==> config.mk <==
export PLATFORM = sky130hd
export DESIGN_NAME = cbc_front
export DESIGN_NICKNAME = d
export VERILOG_FILES = /design/src/sv/cbc_pkg.sv /design/src/sv/cbc_front.sv
export SDC_FILE = /design/constraint.sdc
export NUM_CORES = 1
export LEC_CHECK = 0
export BUFFER_PORTS_ARGS = -buffer_cell sky130_fd_sc_hd__buf_4
export CORE_ASPECT_RATIO = 0.9
export CORE_UTILIZATION = 60
export CTS_CLUSTER_DIAMETER = 40
export CTS_CLUSTER_SIZE = 16
export DETAILED_ROUTE_END_ITERATION = 16
export PLACE_DENSITY = 0.82
export SKIP_CTS_REPAIR_TIMING = 1
export SLEW_MARGIN = 20
export SYNTH_ARGS = -nofsm -noshare
export SYNTH_HDL_FRONTEND = slang
export SYNTH_SLANG_ARGS = --single-unit
==> constraint.sdc <==
create_clock -name i_clk -period 5.13 [get_ports i_clk]
set_clock_uncertainty 0.1 [all_clocks]
set_input_delay 0.7695 -clock i_clk [delete_from_list [all_inputs] [get_ports i_clk]]
set_output_delay 0.7695 -clock i_clk [all_outputs]
set_load 0.05 [all_outputs]
==> src/sv/cbc_pkg.sv <==
// Shared types and constants for the CBC substitution cipher block.
package cbc_pkg;

    localparam logic [1:0] OP_LOAD_TAB = 2'd0;
    localparam logic [1:0] OP_LOAD_IV  = 2'd1;
    localparam logic [1:0] OP_DATA     = 2'd2;

    localparam logic REG_BLOCK_SIZE  = 1'b0;
    localparam logic REG_CIPHER_MODE = 1'b1;

    localparam logic MODE_ENCRYPT = 1'b0;

    typedef enum logic [1:0] {
        CL_TAB,
        CL_IV,
        CL_DATA
    } t_cls;

    typedef struct packed {
        t_cls       cls;
        logic [3:0] pos;
        logic [7:0] col;
        logic [7:0] val;
        logic       last;
    } t_item;

    typedef struct packed {
        logic empty;
        logic full;
    } t_qstat;

    typedef struct packed {
        logic pop;
        logic busy;
        logic fill_ok;
    } t_bstat;

    typedef enum logic [1:0] {
        ST_IDLE,
        ST_READ,
        ST_EMIT
    } t_bstate;

endpackage

==> src/sv/cbc_front.sv <==
// Input stage: classifies incoming items, drops ignored ones, and queues the rest.
module cbc_front import cbc_pkg::*; #(
    parameter int MAX_BLOCK = 16
) (
    input  logic       i_clk,
    input  logic       i_rst_n,
    input  logic       i_valid,
    output logic       o_stall,
    input  logic [1:0] i_operation,
    input  logic [3:0] i_position,
    input  logic [7:0] i_column,
    input  logic [7:0] i_value,
    input  logic       i_last,
    input  logic       i_pop,
    output t_item      o_item,
    output t_qstat     o_qstat
);
    localparam int QD = 4;

    t_item      r_q [QD];
    logic [1:0] r_wp, r_rp;
    logic [2:0] r_cnt;
    logic       keep, push;
    t_item      item;

    // Loads beyond the table rows and the unused operation code never enter the queue.
    always_comb begin
        item      = '{cls: CL_DATA, pos: i_position, col: i_column, val: i_value, last: i_last};
        keep      = 1'b0;
        case (i_operation)
            OP_LOAD_TAB: begin
                item.cls = CL_TAB;
                keep     = 32'(i_position) < MAX_BLOCK;
            end
            OP_LOAD_IV: begin
                item.cls = CL_IV;
                keep     = 32'(i_position) < MAX_BLOCK;
            end
            OP_DATA: begin
                keep     = 1'b1;
            end
            default: keep = 1'b0;
        endcase
    end

    assign o_qstat.full  = (r_cnt == 3'(QD));
    assign o_qstat.empty = (r_cnt == 3'd0);
    assign o_stall       = o_qstat.full;
    assign push          = i_valid && !o_qstat.full && keep;
    assign o_item        = r_q[r_rp];

    always_ff @(posedge i_clk) begin
        if (!i_rst_n) begin
            r_wp  <= '0;
            r_rp  <= '0;
            r_cnt <= '0;
        end else begin
            if (push) r_wp <= r_wp + 2'd1;
            if (i_pop) r_rp <= r_rp + 2'd1;
            r_cnt <= r_cnt + 3'(push) - 3'(i_pop);
        end
    end

    always_ff @(posedge i_clk) begin
        if (push) r_q[r_wp] <= item;
    end

endmodule

==> impl_metrics.yaml, run 1 <==
clock_tree:
  clk_latency_ns: 0.34
  h-tree-depth: 3
  clockBufferDepth: 2
  clock_sink_count: 101
  cts_tree: "built"
  cts_buffers: 9
  cts.clk_slew.worst_paths_ns: 0.09
  root_buffer: "clkbuf_8"
sta:
  fmax_mhz: 335.6
  relSlewSlack_pct: 28.45
  setup_viol: 0
  rsz0062_at_grt: "false"
  tightestPinTransition_ns: 1.072
  setup_tns_ns: 0
  period_needed_ns: 2.980
  hold_violations: 0
  slew_viol_final: 0
  period_share_pct: 58.09
yosys:
  yosys-mux-area-fraction_pct: 14.28
  ys_warn_count: 0
  synth_edf_count: 92
  synth_compound_area_share_pct: 0.5205
  synth_xor_area_share_pct: 0.9109
  synth_cell_types: 21
  synth_fa_ha_area_share_pct: 2.472
  yosysSeqAreaShare_pct: 76.51
  syn-num-nets: 204
  async_flop_share_pct: 0
  synth_seq_cells: 101
  postSynthCellCount: 170
  synth_top_flop_cell: "edfxtp_1"
  synth_simple_gate_area_share_pct: 2.733
  synth.avg_cell_area_um2: 22.62
  synth_area_leaders: "edfxtp_1 72%, mux4_2 12%, dfxtp_1 4.7%, mux4_1 2.0%, ha_1 2.0%"
  synth_top_family_by_area: "multiplexers"
  yosysTopAreaCellShare_pct: 71.83
  synth_area_leader_cell: "edfxtp_1"
  syn_area_mm2: 0.003846
layout:
  diodes: 0
  drive_gt1_share_pct: 41.05
  instances_no_fill: 316
  area_delta_synth_final_pct: 16.04
  nFillCells: 367
  fin_nets: 259
power:
  pwr_density_cell_mw_per_mm2: 422.8
  vdd_drop_max_v: 0.0003231
  p_leak_nw: 1.534
job:
  cap_violations: 0
critical_path:
  required_ns: 4.26
  crit_path_end_kind: "output pin"
  rr_endpoint: "r_cnt[2]"
  cp.arrival_ns: 2.11
  cp_max_fo: 23
  crit_path_end: "o_item[21]"
  r2r_slack_ns: 2.60
  ff2ff_path_depth: 11
  startpoint_type: "register"
  rr_startpoint: "r_cnt[1]"
  critical_path_class: "register to output pin"
grt:
  grt_max_degree: 24
  grt_overflow_total: 0
  antenna_found_initial: 0
  grt_pass1_vias: 1829
  grt_usage_pct: 19.33
  grt_pass1_wl_mm: 9.121
route:
  dr_wl_met2_mm: 3.266
  wl_met1_mm: 2.363
  wl_per_cell_um: 18.74
  first_pass_iters: 4
  vias: 1730
  top_layer: "met4"
  ant_nets: 0
  routed_wl_mm: 5.923
  wl_met3_um: 221
  via_per_inst: 5.475
  first_iter_violations: 92
  drc: 0
place:
  place_inst: 301
  port-buffer-count: 52
  gp_congestion: 0.7233
  post-dp-hpwl_mm: 3.838
outcome:
  status: "complete, no violations"
floorplanning:
  start_util_pct: 62.56
  fp.dieW_um: 86.40
  die-area_mm2: 0.006735
  io_pins: 53
  die_h_um: 77.96
  num_rows: 27
  core_mm2: 0.006148
worst_hold_path:
  hold_class: "register to register"
## synth_stat cells (3+ instances only)
cell type and number:
xnor2_1 3, edfxtp_1 92, and2_1 9, dfxtp_1 9, nand2_1 5, inv_1 6, ha_1 6, mux4_2 20
mux4_1 3
## registers in the layout, summed over array words and instances (netlist names), named ones only
register  flops
r_rp          2
r_wp          2
r_cnt         3
r_q          92
## worst min-delay path by stage
stage / startpoint / endpoint / slack, ns / cells past startpoint
CTS: r_wp[1] / r_wp[1] / 0.42 / 2
floorplan: r_wp[1] / r_wp[1] / 0.37 / 2
finish: r_wp[1] / r_wp[1] / 0.42 / 2
global route: r_wp[1] / r_wp[1] / 0.47 / 2
global placement: r_wp[1] / r_wp[1] / 0.38 / 2
detailed placement: r_wp[1] / r_wp[1] / 0.41 / 2
## placed cells by master (no fill, tap or decap)
cell        Yosys  final
edfxtp_1       92     92
buf_4           1     52
mux4_2         20     20
clkbuf_8        0      9
dfxtp_1         9      8
inv_1           6      6
ha_1            6      6
and2_1          9      5
nand2_1         5      5
and2_2          0      4
mux4_1          3      3
xnor2_1         3      3
nor2b_1         2      2
mux2i_1         2      2
clkinv_2        0      2
clkinvlp_4      0      2
nor3b_2         1      1
a211oi_4        1      1
nor3_1          1      1
xor2_1          1      1
fa_1            1      1
dfxtp_2         0      1
inv_6           0      1
bufinv_16       0      1
## area by class of cell
cell class	instances	area, µm²	share of cell area [%]
Tap cell	87	108.9	2.439
Timing Repair Buffer	52	390.4	8.747
Multi-Input combinational cell	55	809.5	18.14
Inverter	6	22.52	0.5046
Clock buffer	9	123.9	2.775
Sequential cell	101	2944	65.97
Clock inverter	6	63.81	1.430
## critical path: stages (launching register included)
cell	delay [ns]
dfxtp_2	0.88
mux4_1	0.67
buf_4	0.21
## cells by family (layout without fill, tap and decap cells)
kind of cell,count (synthesis),in the layout
flops,101,101
mux,25,25
simple gates,18,18
buf+inv,14,73
fa+ha+maj,7,7
xor+xnor,4,4
compound gates,1,1
## report_power, final
group / switching, mW / total, mW / internal [mW]
logic: 0.256 / 0.407 / 0.151
registers: 0.0412 / 1.01 / 0.965
clock network: 0.250 / 0.473 / 0.223
total: 0.548 / 1.89 / 1.34
## per-stage QoR
step | setup slack (ns) | utilization (%) | hold WS, ns | total power, mW | instance area, µm²
4_1_cts | 2.083 | 72.51 | 0.4211 | 1.900 | 4458
2_1_floorplan | 2.343 | - | 0.3677 | 1.318 | 3846
6_report | 2.150 | 72.59 | 0.4206 | 1.887 | 4463
3_3_place_gp | 2.321 | 69.45 | 0.3814 | 1.420 | 4270
5_1_grt | 2.000 | 72.59 | 0.4682 | 1.951 | 4463
3_5_place_dp | 2.227 | 69.45 | 0.4090 | 1.439 | 4270
## metal layers
layer	vias to the layer above	track usage, %
met5	-	0
met4	0	8.500
met2	45	33.73
met3	8	4.681
met1	892	22.83
li1	785	-
No activity file was read; power rests on OpenSTA's default activity.
==> run 2, diff against run 1 <==
Settings changed: CORE_UTILIZATION 60 to 56, PLACE_DENSITY 0.82 to 0.77.
Clock period 5.13 ns to 3.02 ns, I/O delays scaled along.
==> run 2 against run 1 <==
  * Design area grew 2.2%
  * Total power increased by 76%
  * Largest power group unchanged
  * Critical path depth increased by 9
==> impl_metrics.yaml, run 2 (same netlist as run 1, synthesis figures left out) <==
outcome:
  status: "complete, no violations"
floorplanning:
  die_h_um: 80.62
  num_rows: 28
  start_util_pct: 58.09
  die-area_mm2: 0.007204
  fp.dieW_um: 89.36
  io_pins: 53
  core_mm2: 0.006621
critical_path:
  critical_path_class: "register to register"
  rr_endpoint: "r_cnt[2]"
  cp_max_fo: 7
  cp.arrival_ns: 2.62
  crit_path_end: "r_cnt[2]"
  worst_path_max_delay_cell: "dfxtp_1"
  startpoint_type: "register"
  required_ns: 3.16
  r2r_slack_ns: 0.55
  cp_common_cell: "inv_1"
  cp-startpoint: "r_cnt[1]"
  cp.depth: 11
  critPathMaxStageDelay_ns: 0.44
  critical_path.top_delay_family: "adder cells"
  rr_startpoint: "r_cnt[1]"
  ff2ff_path_depth: 11
  crit_buf_inv: 3
  crit_path_end_kind: "register"
  path_cells: "nor3b_2 > a211oi_4 > inv_1 > ha_1 > inv_1 > ha_1 > inv_1 > fa_1 > xnor2_1 > xnor2_1 > and2_1"
power:
  power.internal_mw: 2.376
  switching_share_pct: 28.30
  p_leak_nw: 1.591
  pwr_density_cell_mw_per_mm2: 726.4
  pwr-share-clk_pct: 27.1
  p_total_mw: 3.314
  p_comb_share_pct: 22.0
  seqPwrFrac_pct: 51.0
  switching_power_mw: 0.9379
  vdd_drop_max_v: 0.0003921
clock_tree:
  cts.clk_slew.worst_paths_ns: 0.09
  clockBufferDepth: 2
  clk_latency_ns: 0.34
  clock_sink_count: 101
  cts_tree: "built"
  h-tree-depth: 3
  cts_buffers: 9
  root_buffer: "clkbuf_8"
place:
  dpl_cell_area_mm2: 0.004352
  post-dp-hpwl_mm: 3.947
  gp_congestion: 0.6822
  port-buffer-count: 52
route:
  vias: 1728
  first_pass_iters: 4
  drc: 0
  first_iter_violations: 91
  wl_per_cell_um: 17.88
  via_per_inst: 5.301
  ant_nets: 0
  routed_wl_mm: 5.830
grt:
  antenna_found_initial: 0
  grt_max_degree: 21
  grt_overflow_total: 0
  grt_pass1_wl_mm: 9.121
  grt_pass1_vias: 1858
  grt_usage_pct: 18.29
layout:
  fin_nets: 266
  design_area_mm2: 0.004562
  largest_reg_flops: 92
  mostFrequentLayoutCells: "92 x edfxtp_1, 57 x buf_4, 20 x mux4_2, 9 x and2_1, 9 x clkbuf_8"
  diodes: 0
  top_regs: "r_q x92, r_cnt x3"
  top_register: "r_q"
  layout_commonest_cell: "edfxtp_1"
  area_delta_synth_final_pct: 18.61
  drive_gt1_share_pct: 40.68
sta:
  setup_viol: 0
  tightestPinTransition_ns: 0.4580
  relSlewSlack_pct: 69.42
  rsz0062_at_grt: "false"
  period_share_pct: 81.95
  hold_violations: 0
  hold_slack_ns: 0.2028
  slew_viol_final: 0
  period_needed_ns: 2.475
  setup_tns_ns: 0
  fmax_mhz: 404.1
worst_hold_path:
  hold_class: "primary input to register"
job:
  cap_violations: 0
run 2: how the worst min path moves through the flow:
| stage | cells after the start | to | startpoint | slack (ns) |
|---|---|---|---|---|
| floorplan | 2 | r_wp[1] | r_wp[1] | 0.37 |
| global placement | 2 | r_wp[0] | r_wp[0] | 0.39 |
| detailed placement | 2 | r_wp[1] | r_wp[1] | 0.40 |
| CTS | 1 | r_q[0][14] | i_column[5] | 0.18 |
| global route | 1 | r_q[2][5] | i_value[4] | 0.18 |
| finish | 1 | r_q[0][1] | i_value[0] | 0.20 |
run 2: area by class of cell:
type / instances / area, µm²
inverter: 6 / 22.52
clock buffer: 9 / 123.9
clock inverter: 6 / 86.33
multi-input combinational: 55 / 804.5
tap: 90 / 112.6
fill: 416 / 2059
sequential: 101 / 2944
timing repair buffer: 59 / 467.9
run 2: layer usage:
layer	up-vias	routed length (µm)	part of all wire [%]	GRT usage (%)
li1	800	-	-	-
met1	885	2568	44	23.57
met2	36	2997	51	29.92
met3	7	194	3.3	5.036
met4	0	70	1.2	6.667
met5	-	0	0	0
run 2: power by group through the flow:
stage / clock [mW] / combinational [mW] / sequential, mW
floorplan: 0 / 0.539 / 1.70
global placement: 0 / 0.725 / 1.72
detailed placement: 0 / 0.735 / 1.72
CTS: 0.918 / 0.737 / 1.69
global route: 0.968 / 0.771 / 1.70
finish: 0.898 / 0.727 / 1.69
run 2: stage by stage:
step                      utilization [%]  instances  setup WS [ns]
final                               68.90        326         0.5452
after floorplan                         -        170         0.2332
after global routing                68.90        326         0.3998
after global placement              65.72        311         0.5156
after CTS                           68.90        326         0.5130
after detailed placement            65.72        311         0.4343
==> run 3, diff against run 2 <==
Clock period 3.02 ns to 2.3 ns, I/O delays scaled along.
==> run 3 against run 2 <==
  * Count of clock-buffer cells in the layout did not move
  * Largest power group unchanged
  * First-iteration DRC count is 12% higher
  * Utilization is 0.70 points higher
  * Final cell count is 1.8% higher
  * Critical path type unchanged
==> impl_metrics.yaml, run 3 (same netlist as run 1, synthesis figures left out) <==
outcome:
  status: "complete, no violations"
floorplanning:
  die_h_um: 80.62
  io_pins: 53
  num_rows: 28
  die-area_mm2: 0.007204
  fp.dieW_um: 89.36
  core_mm2: 0.006621
  start_util_pct: 58.09
clock_tree:
  root_buffer: "clkbuf_8"
  cts_tree: "built"
  cts.clk_slew.worst_paths_ns: 0.09
  cts_buffers: 9
  clock_sink_count: 101
  clockBufferDepth: 2
  clk_latency_ns: 0.35
  h-tree-depth: 3
layout:
  fin_nets: 271
  multi_input_area_um2: 820.8
  area_delta_synth_final_pct: 19.81
  seqCellArea_mm2: 0.002949
  largest_reg_flops: 92
  mostFrequentLayoutCells: "92 x edfxtp_1, 62 x buf_4, 20 x mux4_2, 9 x and2_1, 9 x clkbuf_8"
  layout_commonest_cell: "edfxtp_1"
  drive_gt1_share_pct: 44.21
  top_register: "r_q"
  nFillCells: 419
  design_area_mm2: 0.004608
  top_regs: "r_q x92, r_cnt x3"
  instances_no_fill: 332
  diodes: 0
sta:
  hold_slack_ns: 0.07894
  rsz0062_at_grt: "true"
  period_needed_ns: 2.245
  fmax_mhz: 445.4
  tightestPinTransition_ns: 0.3697
  slew_viol_final: 0
  hold_violations: 0
  setup_ws_ns: 0.05479
  period_share_pct: 97.62
  relSlewSlack_pct: 75.35
  setup_viol: 0
grt:
  grt_pass1_wl_mm: 9.273
  grt_max_degree: 24
  grt_overflow_total: 0
  antenna_found_initial: 0
  grt_pass1_vias: 1866
  grt_usage_pct: 18.59
route:
  drc: 0
  first_iter_violations: 102
  via_per_inst: 5.283
  ant_nets: 0
  vias: 1754
  wl_met3_um: 212
  first_pass_iters: 4
  wl_met1_mm: 2.592
  dr_wl_met2_mm: 2.954
  routed_wl_mm: 5.869
  top_layer: "met4"
  wl_per_cell_um: 17.68
critical_path:
  startpoint_type: "register"
  cp_max_fo: 3
  critical_path_class: "register to register"
  required_ns: 2.46
  crit_path_end_kind: "register"
  cp.arrival_ns: 2.40
place:
  dpl_cell_area_mm2: 0.004400
  dp_worst_setup_slack_ns: -0.01670
  place_inst: 316
  gp_congestion: 0.7185
  post-dp-hpwl_mm: 3.964
  port-buffer-count: 52
power:
  vdd_drop_max_v: 0.0004874
  pwr_density_cell_mw_per_mm2: 937.7
  p_leak_nw: 1.615
job:
  cap_violations: 0
worst_hold_path:
  hold_class: "primary input to register"
[run 3: area by class of cell]
type                            instances  area share (%)
Inverter                                6          0.4887
Tap cell                               90           2.444
Timing Repair Buffer                   64           10.97
Multi-Input combinational cell         55           17.81
Sequential cell                       101           64.00
Clock buffer                            9           2.688
Clock inverter                          7           1.602
[run 3: worst paths after layout]
check / start / end / slack (ns) / depth (start not counted)
setup reg to reg: r_cnt[2] / r_cnt[2] / 0.05 / 11
setup / recovery: r_cnt[2] / r_cnt[2] / 0.05 / 11
hold / removal: i_value[2] / r_q[3][3] / 0.08 / 1
hold reg to reg: r_wp[1] / r_wp[1] / 0.41 / 2
[run 3: routing by layer]
| layer | global-route usage, % | up-vias |
|---|---|---|
| met3 | 4.830 | 10 |
| met2 | 28.93 | 42 |
| met5 | 0 | - |
| li1 | - | 815 |
| met1 | 24.93 | 887 |
| met4 | 8.095 | 0 |
[run 3: through the flow]
| stage | utilization (%) | power [mW] | TNS, ns |
|---|---|---|---|
| after global routing | 69.60 | 4.481 | -0.04939 |
| after detailed placement | 66.46 | 3.265 | -0.01670 |
| after CTS | 69.44 | 4.343 | -0.03196 |
| final | 69.60 | 4.321 | 0 |
| after global placement | 66.46 | 3.239 | 0 |
| after floorplan | - | 2.955 | -0.1571 |
[run 3: power breakdown]
group	switching, mW	internal [mW]	total [mW]
Sequential	0.0666	2.15	2.22
Combinational	0.614	0.388	1.00
Clock	0.589	0.508	1.10
Total	1.27	3.05	4.32
[run 3: worst max-delay path, stage by stage (launching register included)]
cell and delay [ns]:
dfxtp_2 0.35, nor3b_4 0.17, a211oi_4 0.17, inv_1 0.06, ha_1 0.27, inv_1 0.07
ha_1 0.13, inv_1 0.05, fa_2 0.35, xnor2_2 0.15, xnor2_1 0.12, and2_1 0.15
